==> config.mk <==
export PLATFORM = sky130hd
export DESIGN_NAME = process_slot_and_id_allocator_unit
export DESIGN_NICKNAME = d
export VERILOG_FILES = /design/src/rtl/psida_pkg.sv /design/src/rtl/psida_ctrl.sv /design/src/rtl/psida_dp.sv /design/src/rtl/process_slot_and_id_allocator_unit.sv
export SDC_FILE = /design/constraint.sdc
export NUM_CORES = 1
export LEC_CHECK = 0
export BUFFER_PORTS_ARGS = -buffer_cell sky130_fd_sc_hd__buf_2
export CAP_MARGIN = 20
export CORE_MARGIN = 1
export CORE_UTILIZATION = 35
export DETAILED_ROUTE_END_ITERATION = 8
export HOLD_SLACK_MARGIN = 0.12
export MAX_ROUTING_LAYER = met4
export SLEW_MARGIN = 20
export SYNTH_ARGS = -nofsm -noshare
export SYNTH_HDL_FRONTEND = slang
export SYNTH_SLANG_ARGS = --single-unit
export TNS_END_PERCENT = 50
==> constraint.sdc <==
create_clock -name clk -period 2.85 [get_ports clk]
set_input_delay 0.1425 -clock clk [delete_from_list [all_inputs] [get_ports clk]]
set_output_delay 0.1425 -clock clk [all_outputs]
set_load 0.005 [all_outputs]
==> src/rtl/psida_pkg.sv <==
package psida_pkg;

    localparam int SLOT_COUNT = 64;
    localparam int ID_BITS    = 15;
    localparam int SLOT_BITS  = $clog2(SLOT_COUNT);
    localparam int STEP_BITS  = $clog2(SLOT_COUNT + 2);

    // fixed field widths of the channels
    localparam int CMD_W  = 2;
    localparam int SLOT_W = 6;
    localparam int ID_W   = 15;

    localparam logic [ID_BITS-1:0] ID_MASK = {ID_BITS{1'b1}};

    typedef enum logic [CMD_W-1:0] {
        CMD_ALLOC = 2'd0,
        CMD_WRITE = 2'd1,
        CMD_CLEAR = 2'd2,
        CMD_NOP   = 2'd3
    } psida_cmd_t;

    typedef struct packed {
        logic [CMD_W-1:0]  command;
        logic [SLOT_W-1:0] slot_index;
        logic [ID_W-1:0]   owner_id;
    } psida_req_t;

    typedef struct packed {
        logic              slot_found;
        logic [SLOT_W-1:0] free_slot;
        logic [ID_W-1:0]   chosen_id;
    } psida_rsp_t;

    typedef enum logic [1:0] {
        ST_IDLE,
        ST_SCAN,
        ST_DONE
    } psida_state_t;

    // controller -> datapath
    typedef struct packed {
        logic load;      // request transfer taken
        logic issue;     // read next table entry
        logic advance;   // candidate id is held: step it
        logic out_load;  // move result into output register
    } psida_ctl_t;

    // datapath -> controller
    typedef struct packed {
        logic is_alloc;
        logic hit;
        logic pass_done;
        logic stop;
        logic out_free;
    } psida_sts_t;

endpackage

==> src/rtl/psida_ctrl.sv <==
module psida_ctrl
    import psida_pkg::*;
(
    input  logic       clk,
    input  logic       rst_n,
    input  logic       req_valid,
    output logic       req_stall,
    input  psida_sts_t sts,
    output psida_ctl_t ctl
);

    psida_state_t state_reg;
    psida_state_t state_next;
    logic         accept;

    assign req_stall = (state_reg != ST_IDLE);
    assign accept    = req_valid && !req_stall;

    always_ff @(posedge clk or negedge rst_n)
    begin
        if (!rst_n)
        begin
            state_reg <= ST_IDLE;
        end
        else
        begin
            state_reg <= state_next;
        end
    end

    always_comb
    begin
        state_next = state_reg;
        case (state_reg)
            ST_IDLE:
            begin
                if (accept)
                begin
                    state_next = sts.is_alloc ? ST_SCAN : ST_DONE;
                end
            end
            ST_SCAN:
            begin
                if ((sts.hit && sts.stop) || sts.pass_done)
                begin
                    state_next = ST_DONE;
                end
            end
            ST_DONE:
            begin
                if (sts.out_free)
                begin
                    state_next = ST_IDLE;
                end
            end
            default:
            begin
                state_next = ST_IDLE;
            end
        endcase
    end

    always_comb
    begin
        ctl = '0;
        case (state_reg)
            ST_IDLE:
            begin
                ctl.load = accept;
            end
            ST_SCAN:
            begin
                ctl.issue   = !sts.hit;
                ctl.advance = sts.hit;
            end
            ST_DONE:
            begin
                ctl.out_load = sts.out_free;
            end
            default:
            begin
                ctl = '0;
            end
        endcase
    end

endmodule

==> src/rtl/psida_dp.sv <==
module psida_dp
    import psida_pkg::*;
(
    input  logic       clk,
    input  logic       rst_n,
    input  psida_req_t req_data,
    input  psida_ctl_t ctl,
    output psida_sts_t sts,
    output logic       rsp_valid,
    input  logic       rsp_stall,
    output psida_rsp_t rsp_data
);

    logic [ID_BITS-1:0]    owner_mem [SLOT_COUNT];
    logic [SLOT_COUNT-1:0] valid_reg;

    logic [ID_BITS-1:0]    next_id_reg;
    logic [ID_BITS-1:0]    start_reg;
    logic [STEP_BITS-1:0]  steps_reg;
    logic [SLOT_BITS-1:0]  addr_reg;

    logic [ID_BITS-1:0]    rd_data_reg;
    logic                  pipe_vld_reg;
    logic                  pipe_slotv_reg;
    logic                  pipe_last_reg;

    logic                  free_found_reg;
    logic [SLOT_BITS-1:0]  free_slot_reg;

    logic                  out_vld_reg;
    psida_rsp_t            out_reg;

    logic                  idx_ok;
    logic [SLOT_BITS-1:0]  wr_idx;
    logic                  tbl_wr;
    logic [ID_BITS-1:0]    next_inc;
    logic                  at_bound;
    logic                  addr_last;

    assign idx_ok   = (int'(req_data.slot_index) < SLOT_COUNT);
    assign wr_idx   = req_data.slot_index[SLOT_BITS-1:0];
    assign tbl_wr   = ctl.load && idx_ok &&
                      (req_data.command == CMD_WRITE || req_data.command == CMD_CLEAR);
    assign next_inc = (next_id_reg == ID_MASK) ? ID_BITS'(1) : next_id_reg + ID_BITS'(1);
    assign at_bound = (steps_reg > STEP_BITS'(SLOT_COUNT));
    assign addr_last = (addr_reg == SLOT_BITS'(SLOT_COUNT - 1));

    assign sts.is_alloc  = (req_data.command == CMD_ALLOC);
    assign sts.hit       = pipe_vld_reg && pipe_slotv_reg && (rd_data_reg == next_id_reg);
    assign sts.pass_done = pipe_vld_reg && pipe_last_reg && !sts.hit;
    assign sts.stop      = at_bound || (next_inc == start_reg);
    assign sts.out_free  = !out_vld_reg || !rsp_stall;

    // owner table: one write port, one registered read port
    always_ff @(posedge clk)
    begin
        if (tbl_wr)
        begin
            owner_mem[wr_idx] <= (req_data.command == CMD_WRITE) ?
                                 req_data.owner_id[ID_BITS-1:0] : '0;
        end
    end

    always_ff @(posedge clk)
    begin
        if (ctl.issue)
        begin
            rd_data_reg <= owner_mem[addr_reg];
        end
    end

    always_ff @(posedge clk or negedge rst_n)
    begin
        if (!rst_n)
        begin
            valid_reg <= '0;
        end
        else if (tbl_wr)
        begin
            valid_reg[wr_idx] <= (req_data.command == CMD_WRITE);
        end
    end

    // scan sequencing and id search
    always_ff @(posedge clk or negedge rst_n)
    begin
        if (!rst_n)
        begin
            next_id_reg    <= '0;
            start_reg      <= '0;
            steps_reg      <= '0;
            addr_reg       <= '0;
            pipe_vld_reg   <= 1'b0;
            pipe_slotv_reg <= 1'b0;
            pipe_last_reg  <= 1'b0;
            free_found_reg <= 1'b0;
            free_slot_reg  <= '0;
        end
        else
        begin
            pipe_vld_reg <= ctl.issue;
            if (ctl.load)
            begin
                start_reg      <= next_id_reg;
                steps_reg      <= '0;
                addr_reg       <= '0;
                free_found_reg <= 1'b0;
                free_slot_reg  <= '0;
            end
            else if (ctl.advance)
            begin
                // restart the table pass for the new candidate
                addr_reg <= '0;
                if (!at_bound)
                begin
                    next_id_reg <= next_inc;
                    steps_reg   <= steps_reg + STEP_BITS'(1);
                end
            end
            else if (ctl.issue)
            begin
                addr_reg       <= addr_last ? '0 : addr_reg + SLOT_BITS'(1);
                pipe_slotv_reg <= valid_reg[addr_reg];
                pipe_last_reg  <= addr_last;
                // slots come in ascending order, so the first free one from slot 1 up is the lowest
                if (!free_found_reg && !valid_reg[addr_reg] && addr_reg != '0)
                begin
                    free_found_reg <= 1'b1;
                    free_slot_reg  <= addr_reg;
                end
            end
        end
    end

    // output register
    always_ff @(posedge clk or negedge rst_n)
    begin
        if (!rst_n)
        begin
            out_vld_reg <= 1'b0;
        end
        else if (ctl.out_load)
        begin
            out_vld_reg <= 1'b1;
        end
        else if (!rsp_stall)
        begin
            out_vld_reg <= 1'b0;
        end
    end

    always_ff @(posedge clk)
    begin
        if (ctl.out_load)
        begin
            out_reg.slot_found <= free_found_reg;
            out_reg.free_slot  <= SLOT_W'(free_slot_reg);
            out_reg.chosen_id  <= ID_W'(next_id_reg);
        end
    end

    assign rsp_valid = out_vld_reg;
    assign rsp_data  = out_reg;

endmodule

==> src/rtl/process_slot_and_id_allocator_unit.sv <==
// Process slot and id allocator. Holds 64 task slots (valid mark plus 15-bit owner id)
// and a running next-id counter. Write and clear requests update one slot and return
// the current counter, as a no-op request does without updating a slot. An
// allocate walks the owner table through its single read port, one slot per cycle
// while no valid slot holds the candidate id, and ends with the first candidate that
// a full pass finds in no valid slot. Each held candidate restarts the walk and steps
// the counter (wrapping from the top id to 1, stopping on return to the starting id
// or after 65 steps). The lowest free slot from 1 upward is found during the same
// walk. One request is in flight at a time; a finished result waits in the output
// register while the next request is taken.
module process_slot_and_id_allocator_unit
    import psida_pkg::*;
(
    input  logic       clk,
    input  logic       rst_n,
    input  logic       req_valid,
    output logic       req_stall,
    input  psida_req_t req_data,
    output logic       rsp_valid,
    input  logic       rsp_stall,
    output psida_rsp_t rsp_data
);

    psida_ctl_t ctl;
    psida_sts_t sts;

    psida_ctrl u_ctrl (
        .clk       (clk),
        .rst_n     (rst_n),
        .req_valid (req_valid),
        .req_stall (req_stall),
        .sts       (sts),
        .ctl       (ctl)
    );

    psida_dp u_dp (
        .clk       (clk),
        .rst_n     (rst_n),
        .req_data  (req_data),
        .ctl       (ctl),
        .sts       (sts),
        .rsp_valid (rsp_valid),
        .rsp_stall (rsp_stall),
        .rsp_data  (rsp_data)
    );

endmodule

==> out/metrics.yaml <==
vdd_drop_max_mv: 0.5248
fin_ws_ns: -0.03031
routed_wirelength_um: 112200
swShare: 0.2556
post_synth_inst_count: 2072
clkTransAtPathRegs_ns: 0.06
maximum_number_of_pins_on_one_net_before_global_route_repair: 96
power.share.clock: 0.341
dr_total_vias: 22070
worst_slew_margin_rel: 0.3551
skew_ns: 0.01682
h_tree_lvl_count: 3
share_comb_of_total_power: 0.219
r2r_slack_ns: -0.03
cp_slowest_cell: "sky130_fd_sc_hd__mux4_2"
synth_area_per_cell_um2: 21.34
clockRootBuffer: "sky130_fd_sc_hd__clkbuf_16"
synth_async_sr_flop_share: 0.1074
number_of_antenna_violations_at_the_first_check_in_global_routing: 9
clk_path_buf_depth: 3
worst_slew_pin_slew_ns: 0.9674
internal-power_uw: 31270
via_per_inst: 5.414
largest_register_ffs: 960
leakagePower_uw: 0.01743
crit_path_max_fanout: 7
setup_crit_path_kind: "register to register"
cp_slowest_stage_delay_ns: 0.57
setup.worst_path.end_class: "register"
route.antenna.remaining_nets: 0
worstSkewPairLatency_ns: 0.69
dpl.cell_count: 3839
floorplan.initialDensity: 0.3525
stdcell_count: 4076
r2r_start: "u_dp.addr_reg[0]$_DFFE_PN0P_"
final.min_clock_period_ns: 2.880
fp.dieW_um: 357.4
ys.warnings.count: 0
tritoncts_buffers: 111
synth_top_flop_cell: "sky130_fd_sc_hd__edfxtp_1"
crit-reg2reg-capture: "u_dp.rd_data_reg[12]$_DFFE_PP_"
failing_checks: "negative setup slack"
worst-endpoint-required_ns: 3.27
numClockSinks: 1117
rows: 130
grt_pass1_vias: 22480
core_outline_area_um2: 125400
worst_hold_path.endpoint: "u_dp.owner_mem[32][3]$_DFFE_PP_"
setup_repair_after_global_routing_missed_its_margin: "true"
drc: 0
grtUsageTotal: 0.1806
worstPathCellList: "buf_12 -> buf_12 -> buf_16 -> buf_12 -> mux4_2 -> mux4_2 -> mux4_2"
drv_slew: 0
crit_buf_inv: 4
setup-violations-final: 3
die_h_um: 357.4
report.power.total_uw: 42000
power_switching_uw: 10740
fraction_of_layout_instances_using_a_drive_strength_above_1: 0.3595
place.port_buffers: 50
global_route_wire_length_before_repair_um: 160300
seq_power_share: 0.440
final_net_count: 2371
delay_heaviest_family_cp: "multiplexers"
die_area_um2: 127700
wire_per_inst_um: 27.53
number_of_enable_type_register_cells_in_the_synthesized_netlist: 997
worst_r2r_path_depth: 7
cp-start-kind: "register"
synth.cell_area_um2: 44210
max_clock_freq_mhz: 347.2
cp_data_arrival_time_ns: 3.30
grt.overflow.total: 0
min_delay_path_depth: 3
maxCapViolCount: 0
postSynthNetCount: 2106
status: "finished, violations left"
synth.ff_latch_count: 1117
finalHoldViolations: 0
hpwl_reported_at_the_end_of_detailed_placement_um: 70230
tritoncts_clock_tree: "done"
syn2layout_area_growth_pct: 18.58
io_pins: 51
drt-pass1-iter-count: 6
timing.final.crit_share: 1.011
globalplace.congestion: 0.8808
worst_hold_path_type: "input port to register"
dr.first_iter.drc_count: 2329
post_synth_num_cell_types: 63
synth_sequential_area_ratio: 0.7452
power-per-cell-area_nw_per_um2: 801.3
source_of_the_worst_hold_timing_path: "req_data[3]"
[cells in the mapped netlist, types with 2 or more instances]
library cell,n,share of area
sky130_fd_sc_hd__nand2_1,98,0.0083
sky130_fd_sc_hd__mux2i_1,11,0.0025
sky130_fd_sc_hd__nor2b_1,4,0.00057
sky130_fd_sc_hd__clkbuf_1,83,0.0070
sky130_fd_sc_hd__o21ai_0,23,0.0026
sky130_fd_sc_hd__dfrtp_1,120,0.068
sky130_fd_sc_hd__nor2_1,89,0.0076
sky130_fd_sc_hd__or3_1,4,0.00057
sky130_fd_sc_hd__a31oi_1,6,0.00085
sky130_fd_sc_hd__mux4_2,319,0.16
sky130_fd_sc_hd__nor4_1,8,0.0011
sky130_fd_sc_hd__mux4_1,11,0.0065
sky130_fd_sc_hd__o211ai_1,3,0.00051
sky130_fd_sc_hd__nand3b_1,5,0.00085
sky130_fd_sc_hd__xor2_1,19,0.0038
sky130_fd_sc_hd__o31ai_1,6,0.0010
sky130_fd_sc_hd__o21a_1,2,0.00034
sky130_fd_sc_hd__inv_1,14,0.0012
sky130_fd_sc_hd__and4_1,4,0.00079
sky130_fd_sc_hd__nor3_1,2,0.00023
sky130_fd_sc_hd__edfxtp_1,997,0.68
sky130_fd_sc_hd__mux2_2,67,0.017
sky130_fd_sc_hd__buf_2,22,0.0025
sky130_fd_sc_hd__nand4b_1,2,0.00040
sky130_fd_sc_hd__a21oi_1,14,0.0016
sky130_fd_sc_hd__ha_1,7,0.0020
sky130_fd_sc_hd__nor3b_1,5,0.00085
sky130_fd_sc_hd__a22oi_1,8,0.0014
sky130_fd_sc_hd__nand2b_1,2,0.00028
sky130_fd_sc_hd__buf_6,2,0.00051
sky130_fd_sc_hd__or3b_2,2,0.00040
sky130_fd_sc_hd__and3_1,5,0.00071
sky130_fd_sc_hd__or4_1,3,0.00051
sky130_fd_sc_hd__a211oi_1,2,0.00034
sky130_fd_sc_hd__xnor2_1,24,0.0048
sky130_fd_sc_hd__nand4bb_1,2,0.00051
sky130_fd_sc_hd__buf_1,5,0.00042
sky130_fd_sc_hd__nand4_1,10,0.0014
sky130_fd_sc_hd__nand3_1,20,0.0023
sky130_fd_sc_hd__nor4_2,2,0.00057
sky130_fd_sc_hd__and2_1,18,0.0025
[worst min-delay path: stages]
cell and delay [ns]:
sky130_fd_sc_hd__buf_2 0.07, sky130_fd_sc_hd__and2_2 0.15, sky130_fd_sc_hd__buf_12 0.23
[stage by stage]
stage               utilization   TNS [ns]  area, um2  hold slack (ns)  setup slack [ns]
floorplan                     -  -0.007625      44240          -0.1531        -0.0005447
global placement         0.3848    -0.1844      48260           0.3069          -0.06478
detailed placement       0.3848    -0.3921      48260           0.3221          -0.06432
CTS                      0.4142    -0.1785      51950           0.1308          -0.03329
global route             0.4179     -3.342      52410           0.1392          -0.08934
finish                   0.4180   -0.04832      52420           0.1141          -0.03031
[per-layer routing]
metal	track usage	wire, um	share of wire	vias to the layer above
met5	-	0	0	-
met4	0.04795	2579	0.023	0
met3	0.03015	7413	0.066	158
met2	0.2891	55530	0.49	830
met1	0.2393	46700	0.42	11980
li1	-	-	-	9099
[cells in the final DEF, fill, tap and decap left out, types with 9 or more instances in the layout]
| master | instances |
|---|---|
| sky130_fd_sc_hd__o21ai_0 | 23 |
| sky130_fd_sc_hd__nand4_1 | 10 |
| sky130_fd_sc_hd__buf_2 | 49 |
| sky130_fd_sc_hd__clkinv_1 | 16 |
| sky130_fd_sc_hd__and2_2 | 16 |
| sky130_fd_sc_hd__xor2_1 | 19 |
| sky130_fd_sc_hd__bufinv_16 | 10 |
| sky130_fd_sc_hd__nand3_1 | 18 |
| sky130_fd_sc_hd__edfxtp_1 | 997 |
| sky130_fd_sc_hd__mux2i_1 | 11 |
| sky130_fd_sc_hd__buf_4 | 126 |
| sky130_fd_sc_hd__buf_12 | 64 |
| sky130_fd_sc_hd__xnor2_1 | 24 |
| sky130_fd_sc_hd__a21oi_1 | 11 |
| sky130_fd_sc_hd__inv_1 | 14 |
| sky130_fd_sc_hd__clkbuf_1 | 22 |
| sky130_fd_sc_hd__nor2_2 | 20 |
| sky130_fd_sc_hd__dfrtp_1 | 117 |
| sky130_fd_sc_hd__nor2_1 | 67 |
| sky130_fd_sc_hd__mux4_2 | 323 |
| sky130_fd_sc_hd__clkbuf_16 | 120 |
| sky130_fd_sc_hd__clkinv_2 | 21 |
| sky130_fd_sc_hd__buf_6 | 9 |
| sky130_fd_sc_hd__nand2_1 | 98 |
| sky130_fd_sc_hd__mux2_2 | 67 |
[cell type report]
type | count | area, um2
Multi-Input combinational cell | 825 | 10830
Clock buffer | 140 | 2979
Antenna cell | 6 | 15.01
Tap cell | 1650 | 2064
Inverter | 16 | 62.56
Fill cell | 10740 | 72990
Clock inverter | 56 | 554.3
Timing Repair Buffer | 266 | 2964
Sequential cell | 1117 | 32950
[how the worst max path moves through the flow]
stage	endpoint	depth (start not counted)	slack, ns	startpoint
2_1_floorplan	u_dp.rd_data_reg[0]$_DFFE_PP_	7	-0.0005	u_dp.addr_reg[0]$_DFFE_PN0P_
4_1_cts	u_dp.rd_data_reg[5]$_DFFE_PP_	5	-0.03	u_dp.addr_reg[0]$_DFFE_PN0P_
6_report	u_dp.rd_data_reg[12]$_DFFE_PP_	7	-0.03	u_dp.addr_reg[0]$_DFFE_PN0P_
3_5_place_dp	u_dp.rd_data_reg[5]$_DFFE_PP_	6	-0.06	u_dp.addr_reg[0]$_DFFE_PN0P_
5_1_grt	u_dp.owner_mem[26][8]$_DFFE_PP_	6	-0.09	u_ctrl.state_reg[0]$_DFFE_PN0P_
3_3_place_gp	u_dp.rd_data_reg[13]$_DFFE_PP_	6	-0.06	u_dp.addr_reg[0]$_DFFE_PN0P_
[power groups by stage]
| stage | Combinational, uW | Clock (uW) | Sequential, uW |
|---|---|---|---|
| 4_1_cts | 8800 | 14600 | 18500 |
| 3_5_place_dp | 8630 | 0 | 18800 |
| 3_3_place_gp | 8540 | 0 | 18800 |
| 2_1_floorplan | 5570 | 0 | 18600 |
| 5_1_grt | 9690 | 15200 | 18500 |
| 6_report | 9220 | 14300 | 18500 |
[logic make-up after synthesis]
| kind of cell | after synthesis | synth area share |
|---|---|---|
| DFF | 1117 | 0.7452 |
| muxes | 408 | 0.1886 |
| and+or+nand+nor | 291 | 0.03187 |
| buffers and inverters | 130 | 0.01245 |
| AOI/OAI and AO/OA | 75 | 0.01087 |
| xor gates and xnor gates | 44 | 0.009029 |
| adders and majority gates | 7 | 0.001981 |
[what timing repair did]
item | in CTS | in global routing
setup endpoints to repair | 16 | 243
gates cloned | 1 | 7
hold buffers | 5 | 0
hold endpoints to repair | 135 | 0
pin swaps | 1 | 7
gates resized for setup | 5 | 36
setup buffers | 5 | 17
Power figures use the tool's default switching activity.
